## src/smas_pkg.sv

```systemverilog
`default_nettype none

package smas_pkg;

    // Matrix size and derived storage sizes.
    localparam int DIM       = 3;
    localparam int CELLS     = DIM * DIM;
    localparam int ADDR_W    = (CELLS > 1) ? $clog2(CELLS) : 1;
    localparam int LOAD_W    = $clog2(2 * CELLS);

    // Field widths.
    localparam int ELEM_W    = 16;
    localparam int VALUE_W   = 37;
    localparam int IDX_W     = 3;
    localparam int OP_W      = 2;
    localparam int PROD_W    = 2 * ELEM_W;
    localparam int S_TDATA_W = 16;
    localparam int M_TDATA_W = 48;

    // Operation codes of the configuration register.
    typedef enum logic [OP_W-1:0] {
        OP_ADD  = 2'd0,
        OP_SUB  = 2'd1,
        OP_MUL  = 2'd2,
        OP_NONE = 2'd3
    } op_t;

    // Sequencer states of the compute engine.
    typedef enum logic [1:0] {
        ST_IDLE,
        ST_ISSUE,
        ST_DRAIN
    } calc_state_t;

    // Start command from the load side to the compute engine.
    typedef struct packed {
        logic go;
        op_t  op;
    } start_t;

    // Read addresses from the compute engine to both stores.
    typedef struct packed {
        logic [ADDR_W-1:0] a_addr;
        logic [ADDR_W-1:0] b_addr;
    } rd_req_t;

    // Row-major store address of element (row, col).
    function automatic logic [ADDR_W-1:0] cell_addr(input logic [IDX_W-1:0] row,
                                                    input logic [IDX_W-1:0] col);
        logic [5:0] flat;
        flat = {3'b000, row} * 6'(DIM) + {3'b000, col};
        return ADDR_W'(flat);
    endfunction

endpackage

`default_nettype wire

```

## src/smas_ram.sv

```systemverilog
`default_nettype none

module smas_ram #(
    parameter int WIDTH = 16,
    parameter int DEPTH = 9
) (
    input  wire logic                                       aclk,
    input  wire logic                                       we,
    input  wire logic [((DEPTH > 1) ? $clog2(DEPTH) : 1)-1:0] waddr,
    input  wire logic [WIDTH-1:0]                           wdata,
    input  wire logic [((DEPTH > 1) ? $clog2(DEPTH) : 1)-1:0] raddr,
    output logic      [WIDTH-1:0]                           rdata
);

    logic [WIDTH-1:0] mem [DEPTH];

    // One write port and one registered read port.
    always_ff @(posedge aclk) begin
        if (we) begin
            mem[waddr] <= wdata;
        end
        rdata <= mem[raddr];
    end

endmodule

`default_nettype wire

```

## src/smas_calc.sv

```systemverilog
`default_nettype none

module smas_calc (
    input  wire logic                              aclk,
    input  wire logic                              aresetn,
    input  wire smas_pkg::start_t                  start,
    output smas_pkg::rd_req_t                      rd_req,
    input  wire logic [smas_pkg::ELEM_W-1:0]       a_data,
    input  wire logic [smas_pkg::ELEM_W-1:0]       b_data,
    output logic                                   busy,
    output logic                                   m_tvalid,
    input  wire logic                              m_tready,
    output logic [smas_pkg::M_TDATA_W-1:0]         m_tdata,
    output logic                                   m_tlast
);
    import smas_pkg::*;

    calc_state_t state_reg, state_next;
    op_t         op_reg, op_next;
    logic [IDX_W-1:0] i_reg, i_next, j_reg, j_next, k_reg, k_next;

    logic issue, last_k, last_cell, out_free, handover;

    logic rd_vld_reg, rd_last_reg, rd_first_reg;
    logic term_vld_reg, term_last_reg, term_first_reg;
    logic signed [VALUE_W-1:0] term_reg, term_next;
    logic signed [VALUE_W-1:0] acc_reg, acc_next;
    logic done_reg, done_next;

    logic signed [PROD_W-1:0]  prod;
    logic signed [VALUE_W-1:0] a_ext, b_ext;

    logic                      m_tvalid_reg, m_tvalid_next;
    logic signed [VALUE_W-1:0] m_value_reg;
    logic [IDX_W-1:0]          m_row_reg, m_col_reg;
    logic                      m_last_reg;

    // Handshake-level conditions of the sequencer.
    assign issue     = (state_reg == ST_ISSUE);
    assign last_k    = (op_reg != OP_MUL) || (k_reg == IDX_W'(DIM - 1));
    assign last_cell = (i_reg == IDX_W'(DIM - 1)) && (j_reg == IDX_W'(DIM - 1));
    assign out_free  = !m_tvalid_reg || m_tready;
    assign handover  = (state_reg == ST_DRAIN) && done_reg && out_free;
    assign busy      = (state_reg != ST_IDLE);

    // Next state of the sequencer.
    always_comb begin
        state_next = state_reg;
        unique case (state_reg)
            ST_IDLE: begin
                if (start.go) begin
                    state_next = ST_ISSUE;
                end
            end
            ST_ISSUE: begin
                if (last_k) begin
                    state_next = ST_DRAIN;
                end
            end
            ST_DRAIN: begin
                if (handover) begin
                    state_next = last_cell ? ST_IDLE : ST_ISSUE;
                end
            end
            default: state_next = ST_IDLE;
        endcase
    end

    // Counters, operation latch and store read addresses.
    always_comb begin
        op_next = op_reg;
        i_next  = i_reg;
        j_next  = j_reg;
        k_next  = k_reg;
        rd_req.a_addr = cell_addr(i_reg, (op_reg == OP_MUL) ? k_reg : j_reg);
        rd_req.b_addr = (op_reg == OP_MUL) ? cell_addr(k_reg, j_reg) : cell_addr(i_reg, j_reg);
        unique case (state_reg)
            ST_IDLE: begin
                if (start.go) begin
                    op_next = start.op;
                    i_next  = '0;
                    j_next  = '0;
                    k_next  = '0;
                end
            end
            ST_ISSUE: begin
                if (!last_k) begin
                    k_next = k_reg + 1'b1;
                end
            end
            ST_DRAIN: begin
                if (handover) begin
                    k_next = '0;
                    if (j_reg == IDX_W'(DIM - 1)) begin
                        j_next = '0;
                        i_next = i_reg + 1'b1;
                    end else begin
                        j_next = j_reg + 1'b1;
                    end
                end
            end
            default: ;
        endcase
    end

    // Term of the current cell from the two store words.
    assign a_ext = VALUE_W'($signed(a_data));
    assign b_ext = VALUE_W'($signed(b_data));
    assign prod  = $signed(a_data) * $signed(b_data);

    always_comb begin
        unique case (op_reg)
            OP_ADD:  term_next = a_ext + b_ext;
            OP_SUB:  term_next = a_ext - b_ext;
            OP_MUL:  term_next = VALUE_W'(prod);
            OP_NONE: term_next = '0;
            default: term_next = '0;
        endcase
    end

    // Accumulation over the terms of one cell.
    always_comb begin
        acc_next  = acc_reg;
        done_next = done_reg;
        if (term_vld_reg) begin
            acc_next = (term_first_reg ? VALUE_W'(0) : acc_reg) + term_reg;
            if (term_last_reg) begin
                done_next = 1'b1;
            end
        end else if (handover) begin
            done_next = 1'b0;
        end
    end

    // Output register: a finished cell waits here until the beat is taken.
    always_comb begin
        m_tvalid_next = m_tvalid_reg;
        if (handover) begin
            m_tvalid_next = 1'b1;
        end else if (m_tready) begin
            m_tvalid_next = 1'b0;
        end
    end

    // Control registers.
    always_ff @(posedge aclk) begin
        if (!aresetn) begin
            state_reg    <= ST_IDLE;
            rd_vld_reg   <= 1'b0;
            term_vld_reg <= 1'b0;
            done_reg     <= 1'b0;
            m_tvalid_reg <= 1'b0;
        end else begin
            state_reg    <= state_next;
            rd_vld_reg   <= issue;
            term_vld_reg <= rd_vld_reg;
            done_reg     <= done_next;
            m_tvalid_reg <= m_tvalid_next;
        end
    end

    // Data path registers.
    always_ff @(posedge aclk) begin
        op_reg         <= op_next;
        i_reg          <= i_next;
        j_reg          <= j_next;
        k_reg          <= k_next;
        rd_last_reg    <= last_k;
        rd_first_reg   <= (k_reg == '0);
        term_reg       <= term_next;
        term_last_reg  <= rd_last_reg;
        term_first_reg <= rd_first_reg;
        acc_reg        <= acc_next;
        if (handover) begin
            m_value_reg <= acc_reg;
            m_row_reg   <= i_reg;
            m_col_reg   <= j_reg;
            m_last_reg  <= last_cell;
        end
    end

    assign m_tvalid = m_tvalid_reg;
    assign m_tlast  = m_last_reg;
    assign m_tdata  = {(M_TDATA_W - VALUE_W - 2 * IDX_W)'(0), m_col_reg, m_row_reg, m_value_reg};

endmodule

`default_nettype wire

```

## src/small_matrix_add_sub_mul_top.sv

```systemverilog
// DIM x DIM signed matrix add, subtract or multiply (DIM = 3). Send the DIM*DIM
// elements of A and then the DIM*DIM elements of B, row-major, one 16-bit beat
// each; loading takes one cycle per beat while no results are computed. The
// beat that carries the last B element starts a run of DIM*DIM result beats in
// row-major order, each with its 37-bit value, row and column, and tlast on the
// final one. The operation register is sampled on that last B beat. Each result
// cell takes one store read per cycle, then a term stage, an accumulate stage
// and the hand-over into the output register once it is free. No input is
// taken while results are computed; the last result may still wait at the
// output while the next matrices load. Both stores are simple dual-port RAMs
// with registered reads.
`default_nettype none

module small_matrix_add_sub_mul_top (
    input  wire logic                              aclk,
    input  wire logic                              aresetn,
    input  wire logic                              cfg_wr_en,
    input  wire logic [smas_pkg::OP_W-1:0]         cfg_wr_data,
    input  wire logic                              s_tvalid,
    output logic                                   s_tready,
    // [15:0] element_value
    input  wire logic [smas_pkg::S_TDATA_W-1:0]    s_tdata,
    output logic                                   m_tvalid,
    input  wire logic                              m_tready,
    // [36:0] result_value, [39:37] result_row, [42:40] result_col, [47:43] zero
    output logic [smas_pkg::M_TDATA_W-1:0]         m_tdata,
    output logic                                   m_tlast
);
    import smas_pkg::*;

    op_t               op_reg;
    logic [LOAD_W-1:0] load_cnt_reg, load_cnt_next, b_off;
    logic              in_beat, is_b, load_last, calc_busy;
    start_t            start;
    rd_req_t           rd_req;
    logic [ELEM_W-1:0] a_data, b_data;

    // Input acceptance and store placement.
    assign s_tready  = !calc_busy;
    assign in_beat   = s_tvalid && s_tready;
    assign is_b      = (load_cnt_reg >= LOAD_W'(CELLS));
    assign b_off     = load_cnt_reg - LOAD_W'(CELLS);
    assign load_last = (load_cnt_reg == LOAD_W'(2 * CELLS - 1));
    assign load_cnt_next = load_last ? '0 : load_cnt_reg + 1'b1;

    assign start.go = in_beat && load_last;
    assign start.op = op_reg;

    // Load counter and operation register.
    always_ff @(posedge aclk) begin
        if (!aresetn) begin
            load_cnt_reg <= '0;
            op_reg       <= OP_ADD;
        end else begin
            if (in_beat) begin
                load_cnt_reg <= load_cnt_next;
            end
            if (cfg_wr_en) begin
                op_reg <= op_t'(cfg_wr_data);
            end
        end
    end

    // Element stores.
    smas_ram #(.WIDTH(ELEM_W), .DEPTH(CELLS)) u_a_store (
        .aclk  (aclk),
        .we    (in_beat && !is_b),
        .waddr (load_cnt_reg[ADDR_W-1:0]),
        .wdata (s_tdata[ELEM_W-1:0]),
        .raddr (rd_req.a_addr),
        .rdata (a_data)
    );

    smas_ram #(.WIDTH(ELEM_W), .DEPTH(CELLS)) u_b_store (
        .aclk  (aclk),
        .we    (in_beat && is_b),
        .waddr (b_off[ADDR_W-1:0]),
        .wdata (s_tdata[ELEM_W-1:0]),
        .raddr (rd_req.b_addr),
        .rdata (b_data)
    );

    // Compute engine and output register.
    smas_calc u_calc (
        .aclk     (aclk),
        .aresetn  (aresetn),
        .start    (start),
        .rd_req   (rd_req),
        .a_data   (a_data),
        .b_data   (b_data),
        .busy     (calc_busy),
        .m_tvalid (m_tvalid),
        .m_tready (m_tready),
        .m_tdata  (m_tdata),
        .m_tlast  (m_tlast)
    );

endmodule

`default_nettype wire

```

## config.mk

```make
export PLATFORM = sky130hd
export DESIGN_NAME = small_matrix_add_sub_mul_top
export DESIGN_NICKNAME = d
export VERILOG_FILES = /design/src/smas_pkg.sv /design/src/smas_ram.sv /design/src/smas_calc.sv /design/src/small_matrix_add_sub_mul_top.sv
export SDC_FILE = /design/constraint.sdc
export NUM_CORES = 1
export LEC_CHECK = 0
export BUFFER_PORTS_ARGS = -buffer_cell sky130_fd_sc_hd__buf_4
export CAP_MARGIN = 30
export CELL_PAD_IN_SITES_DETAIL_PLACEMENT = 1
export CELL_PAD_IN_SITES_GLOBAL_PLACEMENT = 1
export CORE_MARGIN = 1.5
export CORE_UTILIZATION = 55
export DETAILED_ROUTE_END_ITERATION = 8
export GPL_ROUTABILITY_DRIVEN = 0
export PLACE_DENSITY_LB_ADDON = 0.08
export SLEW_MARGIN = 15
export SYNTH_ARGS = -nofsm -noshare
export SYNTH_HDL_FRONTEND = slang
export SYNTH_SLANG_ARGS = --single-unit
```

## constraint.sdc

```tcl
create_clock -name aclk -period 10.8 [get_ports aclk]
set_clock_uncertainty 0.2 [all_clocks]
set_input_delay 1.08 -clock aclk [delete_from_list [all_inputs] [get_ports aclk]]
set_output_delay 1.08 -clock aclk [all_outputs]
set_load 0.05 [all_outputs]
```

Word level (Yosys, flattened, before mapping)
Memories as Yosys holds them, arrays and structs flattened. A register that Yosys moved wholly into a read port is not among the register bits.
Index checks and enable logic that the tools add are counted.
Widths: inputs -> output; s select.
{ "totals": {"n_memories": 2, "wordCells": 109, "output_inout_bits": 51, "ramBits": 288, "register_bits": 146} }
{ "op_classes": {"muxes": 29, "eq_ne": 16, "n_mul": 3, "magnitude_cmp": 1, "add_sub_neg": 11, "reduce_logical": 26} }
{ "memory_table": {"columns": ["memory", "words", "width", "rd", "rd_ports_with_merged_regs", "wr", "line_no", "rtl"], "rows": [
  ["u_a_store.mem", 9, 16, 1, 1, 1, "smas_ram.sv:15", "logic [WIDTH-1:0] mem [DEPTH];"],
  ["u_b_store.mem", 9, 16, 1, 1, 1, "smas_ram.sv:15", null]
]} }
{ "ops": {"columns": ["op", "n"], "rows": [
  ["$pmux 37 s4", 1],
  ["$add 37x37->37", 1],
  ["$mux 37", 1],
  ["$mul 16x16->32", 1],
  ["$mux 3", 8],
  ["$add 16x16->17", 1],
  ["$sub 16x16->17", 1],
  ["$add 4x3->4", 3],
  ["$ne 2x2->1 const B", 6],
  ["$pmux 3 s2", 2],
  ["$mux 1", 10],
  ["$add 3x1->3 const B", 3],
  ["$eq 3x2->1 const B", 3],
  ["$pmux 3 s3", 1],
  ["$mul 3x2->4 const B", 2],
  ["$reduce_and 4->1", 2],
  ["$reduce_bool 2->1", 4],
  ["$logic_and 1x1->1", 7],
  ["$eq 2x2->1 const B", 3],
  ["$mux 2", 3],
  ["$pmux 2 s3", 1],
  ["$reduce_and 3->1", 2],
  ["$add 5x1->5 const B", 1],
  ["$eq 5x5->1 const B", 1],
  ["other kinds (12)", 18]
]} }

Depth between registers and ports, before layout
{ "logic_depth": {"depth_word": 6, "mapped_depth": 24, "ltp_nobuf": 23} }

Modules after synthesis
Synthesis repeated with hierarchy kept, for this count alone.
{ "unflattened": {"cells_unflattened": 2569, "hier_area_um2": 30361.6} }
{ "modules_own_cells": {"columns": ["module", "cells_each", "n_inst", "area_each_um2"], "rows": [
  ["smas_calc", 1877, 1, 17903.4],
  ["smas_ram at u_b_store", 323, 1, 6025.8],
  ["smas_ram at u_a_store", 323, 1, 6023.3],
  ["small_matrix_add_sub_mul_top", 46, 1, 409.1]
]} }

Least setup slack after synthesis
No wires, ideal clock.
{ "synth_path": {"path_type": "flip-flop to flip-flop", "startpoint": "reg u_a_store.rdata[15], read port of u_a_store.mem", "endpoint": "reg u_calc.term_reg[28]", "path_slack_ps": 4506, "stages_incl_launch_ff": 22, "n_path_buf": 1, "arrival_time_ps": 5967, "path_cell_list": "dfxtp_1 clkbuf_1 nand2_1 inv_1 fa_1 fa_1 fa_1 fa_1 fa_1 inv_1 fa_1 inv_1 ha_1 or2_2 and2_1 o21ai_0 a21oi_1 o21ai_2 o311ai_4 a31oi_1 xor2_1 o21ai_1"} }
{ "synth_via": {"elab_chain_len": 2, "word_cells_on_any_way": 4} }
{ "synth_lines": {"columns": ["item", "line_no", "rtl"], "rows": [
  ["from (decl)", "smas_ram.sv:12", "output logic [WIDTH-1:0] rdata"],
  ["$mul 16x16->32, or another cell as far along", "smas_calc.sv:109", "assign prod = $signed(a_data) * $signed(b_data);"],
  ["$pmux 37 s4 (*)", "smas_calc.sv:112", "unique case (op_reg)"],
  ["net u_calc.term_next[28]", "smas_calc.sv:26", "logic signed [VALUE_W-1:0] term_reg, term_next;"],
  ["to (signal assigned)", "smas_calc.sv:170", "term_reg <= term_next;"],
  ["to (decl)", "smas_calc.sv:26", null]
]} }
Mark *: on every way through the listed nets, which the timed path passes. The rest lies on a longest branch.
A chain may end at the register's enable or synchronous reset.

Worst setup path after layout
{ "layout_path": {"startpoint": "reg u_a_store.rdata[7], read port of u_a_store.mem", "endpoint": "reg u_calc.term_reg[35]"} }
{ "layout_via": {"elab_chain_len": 2, "word_cells_on_any_way": 4} }
{ "layout_lines": {"columns": ["item", "line_no"], "rows": [
  ["$mul 16x16->32, or another cell as far along", "smas_calc.sv:109"],
  ["$pmux 37 s4 (*)", "smas_calc.sv:112"]
]} }
Every way passes the cells marked *; elsewhere a longest branch is shown, timed or not.

==> flow_summary.toml <==
[global_route]
grt_pass1_vias = 21600
grt_overflow = 0
grt_util_all_layers = 0.285
grt_pass1_wl_mm = 123
grt_max_degree = 46
antenna_found_initial = 1

[status]
outcome = "finished, final reports clean"

[cts]
cts_tree = "yes"
ctsHoldBuffers = 0
clockBufferDepth = 3
numCtsBuffers = 49
cts_sinks = 461
path_clk_slew_ns = 0.07
ctsResizeCount = 0
clk_latency_ns = 0.63
htreeDepth = 2
root_buffer = "clkbuf_16"
post-cts-setup-buffer-count = 0

[pwr]
ir_drop_mv = 0.138
power_switching_w = 0.00111
powerDensity_mw_per_mm2 = 130
power.share.clock = 0.394
p_comb_frac = 0.145
p_sw_frac = 0.258
p_int_w = 0.00320
p_leak_nw = 13.7
p_seq_frac = 0.461

[critical_path]
required_ns = 11.05
r2r-end = "u_calc.term_reg[35]"
end_kind = "flop"
arrival_ns = 7.30
regToRegSetupSlack_ns = 3.75
path_class = "flop to flop"
crit_path_max_fanout = 17
reg2reg_from = "u_a_store.rdata[7]"
worstSetupStartpointType = "flop"
reg2reg_depth = 23

[die]
die_w_um = 237
rows = 85
core_mm2 = 0.0539
die-area_mm2 = 0.0561
dieHeight_um = 237
num_io_pins = 74
initial_utilization = 0.558

[worst_hold_path]
hold_path_class = "flop to flop"
min_from = "u_calc.rd_last_reg"
hold_path_depth = 0
worstHoldEndpoint = "u_calc.term_last_reg"

[sta]
maxSlewViolCount = 0
maxSlewHeadroom = 0.364
fin_crit_sh = 0.653
rsz0062_at_grt = "false"
final.setup.worst_slack_ns = 3.75
finalSetupViolCount = 0
finalSetupTns_ns = 0
fin_crit_ns = 7.05
tightest_slew_ns = 0.954
fmax_mhz = 142
hold_viol_final = 0

[yosys]
synth_area_mm2 = 0.0301
synth-xor-area-share = 0.0242
synth_seq_area_share = 0.433
synthSimpleGateAreaFrac = 0.0971
synth_top_family_by_area = "adder cells"
yosysUniqueCellTypes = 85
synth_cells = 2478
ys_seq_elements = 461
synth-edff-count = 380
yosysWarnings = 0
async_flop_share = 0
synth_adder_area_share = 0.252
muxShareOfSynthArea = 0.0623
synthFlopType = "edfxtp_1"
synth_compound_area_frac = 0.0739
synth.avg_cell_area_um2 = 12.1

[placed_design]
dpl.hpwl_mm = 57.4
io_buffers = 68
dp_slack_ns = 3.78

[drt]
wl_per_cell_um = 23.7
dr_total_vias = 18900
final_antenna_net_count = 0
vias_per_cell = 5.75
drtPass1Iterations = 5
finalWirelength_mm = 77.7
drc_errors = 0
first_iter_violations = 866

[job]
maxCapViolations = 0

[cells_and_area]
drive_gt1_frac = 0.108
reg_top3 = "u_a_store.mem x144, u_b_store.mem x144"
synthToLayoutAreaGrowth_pct = 10.1
nets = 3011
==> area by class of cell <==
class / instances / area, um2
Timing Repair Buffer: 94 / 806
Clock buffer: 62 / 1290
Clock inverter: 30 / 317
Sequential cell: 461 / 13000
Inverter: 362 / 1360
Multi-Input combinational cell: 1576 / 15400
Tap cell: 696 / 871
Fill cell: 5322 / 20800
Antenna cell: 1 / 2.50
==> cell usage in the layout, fill, tap and decap left out, types with 10 or more instances in the layout <==
cell,n
clkbuf_16,49
clkinv_1,13
edfxtp_1,380
nand2b_1,16
o21a_1,15
and2_1,111
o21ai_0,90
nor2_1,128
a21oi_1,86
mux2i_1,40
nor2b_1,51
nand3_1,24
and3_1,13
nor3_1,25
xor2_1,22
inv_1,360
clkbuf_1,11
fa_1,271
nand2_1,206
mux4_2,64
a211oi_1,10
xnor2_1,59
dfxtp_1,80
ha_1,172
buf_4,83
a21o_1,21
==> worst max-delay path by stage <==
stage,from,to,slack (ns),cells past startpoint
2_1_floorplan,u_a_store.rdata[15],u_calc.term_reg[28],4.51,21
3_3_place_gp,u_a_store.rdata[7],u_calc.term_reg[35],3.91,23
3_5_place_dp,u_a_store.rdata[7],u_calc.term_reg[35],3.78,23
4_1_cts,u_a_store.rdata[7],u_calc.term_reg[35],3.74,23
5_1_grt,u_a_store.rdata[7],u_calc.term_reg[35],3.39,23
6_report,u_a_store.rdata[7],u_calc.term_reg[35],3.75,23
==> Yosys cell counts (all sizes together) (25+ instances only) <==
cell type    n  area share
a21o        25      0.0066
a21oi       92       0.016
and2       111       0.023
clkbuf      67      0.0084
dfxtp       81       0.054
edfxtp     380        0.38
fa         271        0.18
ha         173       0.072
inv        361       0.045
mux2i       42       0.014
mux4        64       0.048
nand2      206       0.026
nor2       129       0.016
nor2b       51       0.011
nor3        26      0.0043
o21ai       97       0.016
xnor2       60       0.017
==> cell families (layout without fill, tap and decap cells) <==
logic type,after synthesis,after routing
and+or+nand+nor,607,607
DFF,461,461
buffers and inverters,445,548
adders and majority gates,444,444
AOI/OAI and AO/OA,330,330
muxes,107,107
xor gates and xnor gates,83,83
other,1,6
==> power groups by stage <==
stage | clock (W) | sequential [W] | combinational (W)
floorplan | 0 | 0.00201 | 0.000471
global placement | 0 | 0.00203 | 0.000590
detailed placement | 0 | 0.00203 | 0.000620
CTS | 0.00172 | 0.00199 | 0.000626
global route | 0.00178 | 0.00199 | 0.000700
finish | 0.00170 | 0.00199 | 0.000624
==> layer usage <==
metal | part of all wire | GRT usage
met1 | 0.42 | 0.363
met2 | 0.51 | 0.510
met3 | 0.038 | 0.0322
met4 | 0.029 | 0.0930
met5 | 0 | 0
==> critical path: stages (launching register included) <==
cell	delay [ns]
dfxtp_1	0.73
ha_1	0.33
inv_1	0.11
fa_1	0.49
inv_1	0.05
fa_1	0.50
inv_1	0.06
fa_1	0.53
inv_1	0.05
fa_1	0.46
fa_1	0.49
inv_1	0.05
fa_1	0.47
inv_1	0.05
ha_1	0.35
a21o_1	0.18
a21o_1	0.18
a221o_1	0.36
a21oi_2	0.26
o211ai_1	0.19
a2111oi_0	0.39
nor2_1	0.11
xnor2_1	0.18
o21ai_0	0.10
==> through the flow <==
stage / instance area (um2) / cells / hold slack [ns] / utilization / total power (W)
after floorplan: 30100 / 2482 / 0.110 / - / 0.00248
after global placement: 31300 / 3177 / 0.114 / 0.581 / 0.00262
after detailed placement: 31500 / 3186 / 0.118 / 0.583 / 0.00265
after CTS: 33100 / 3278 / 0.132 / 0.613 / 0.00434
after global routing: 33100 / 3282 / 0.135 / 0.614 / 0.00447
final: 33100 / 3282 / 0.129 / 0.614 / 0.00431
Power figures use the tool's default switching activity.
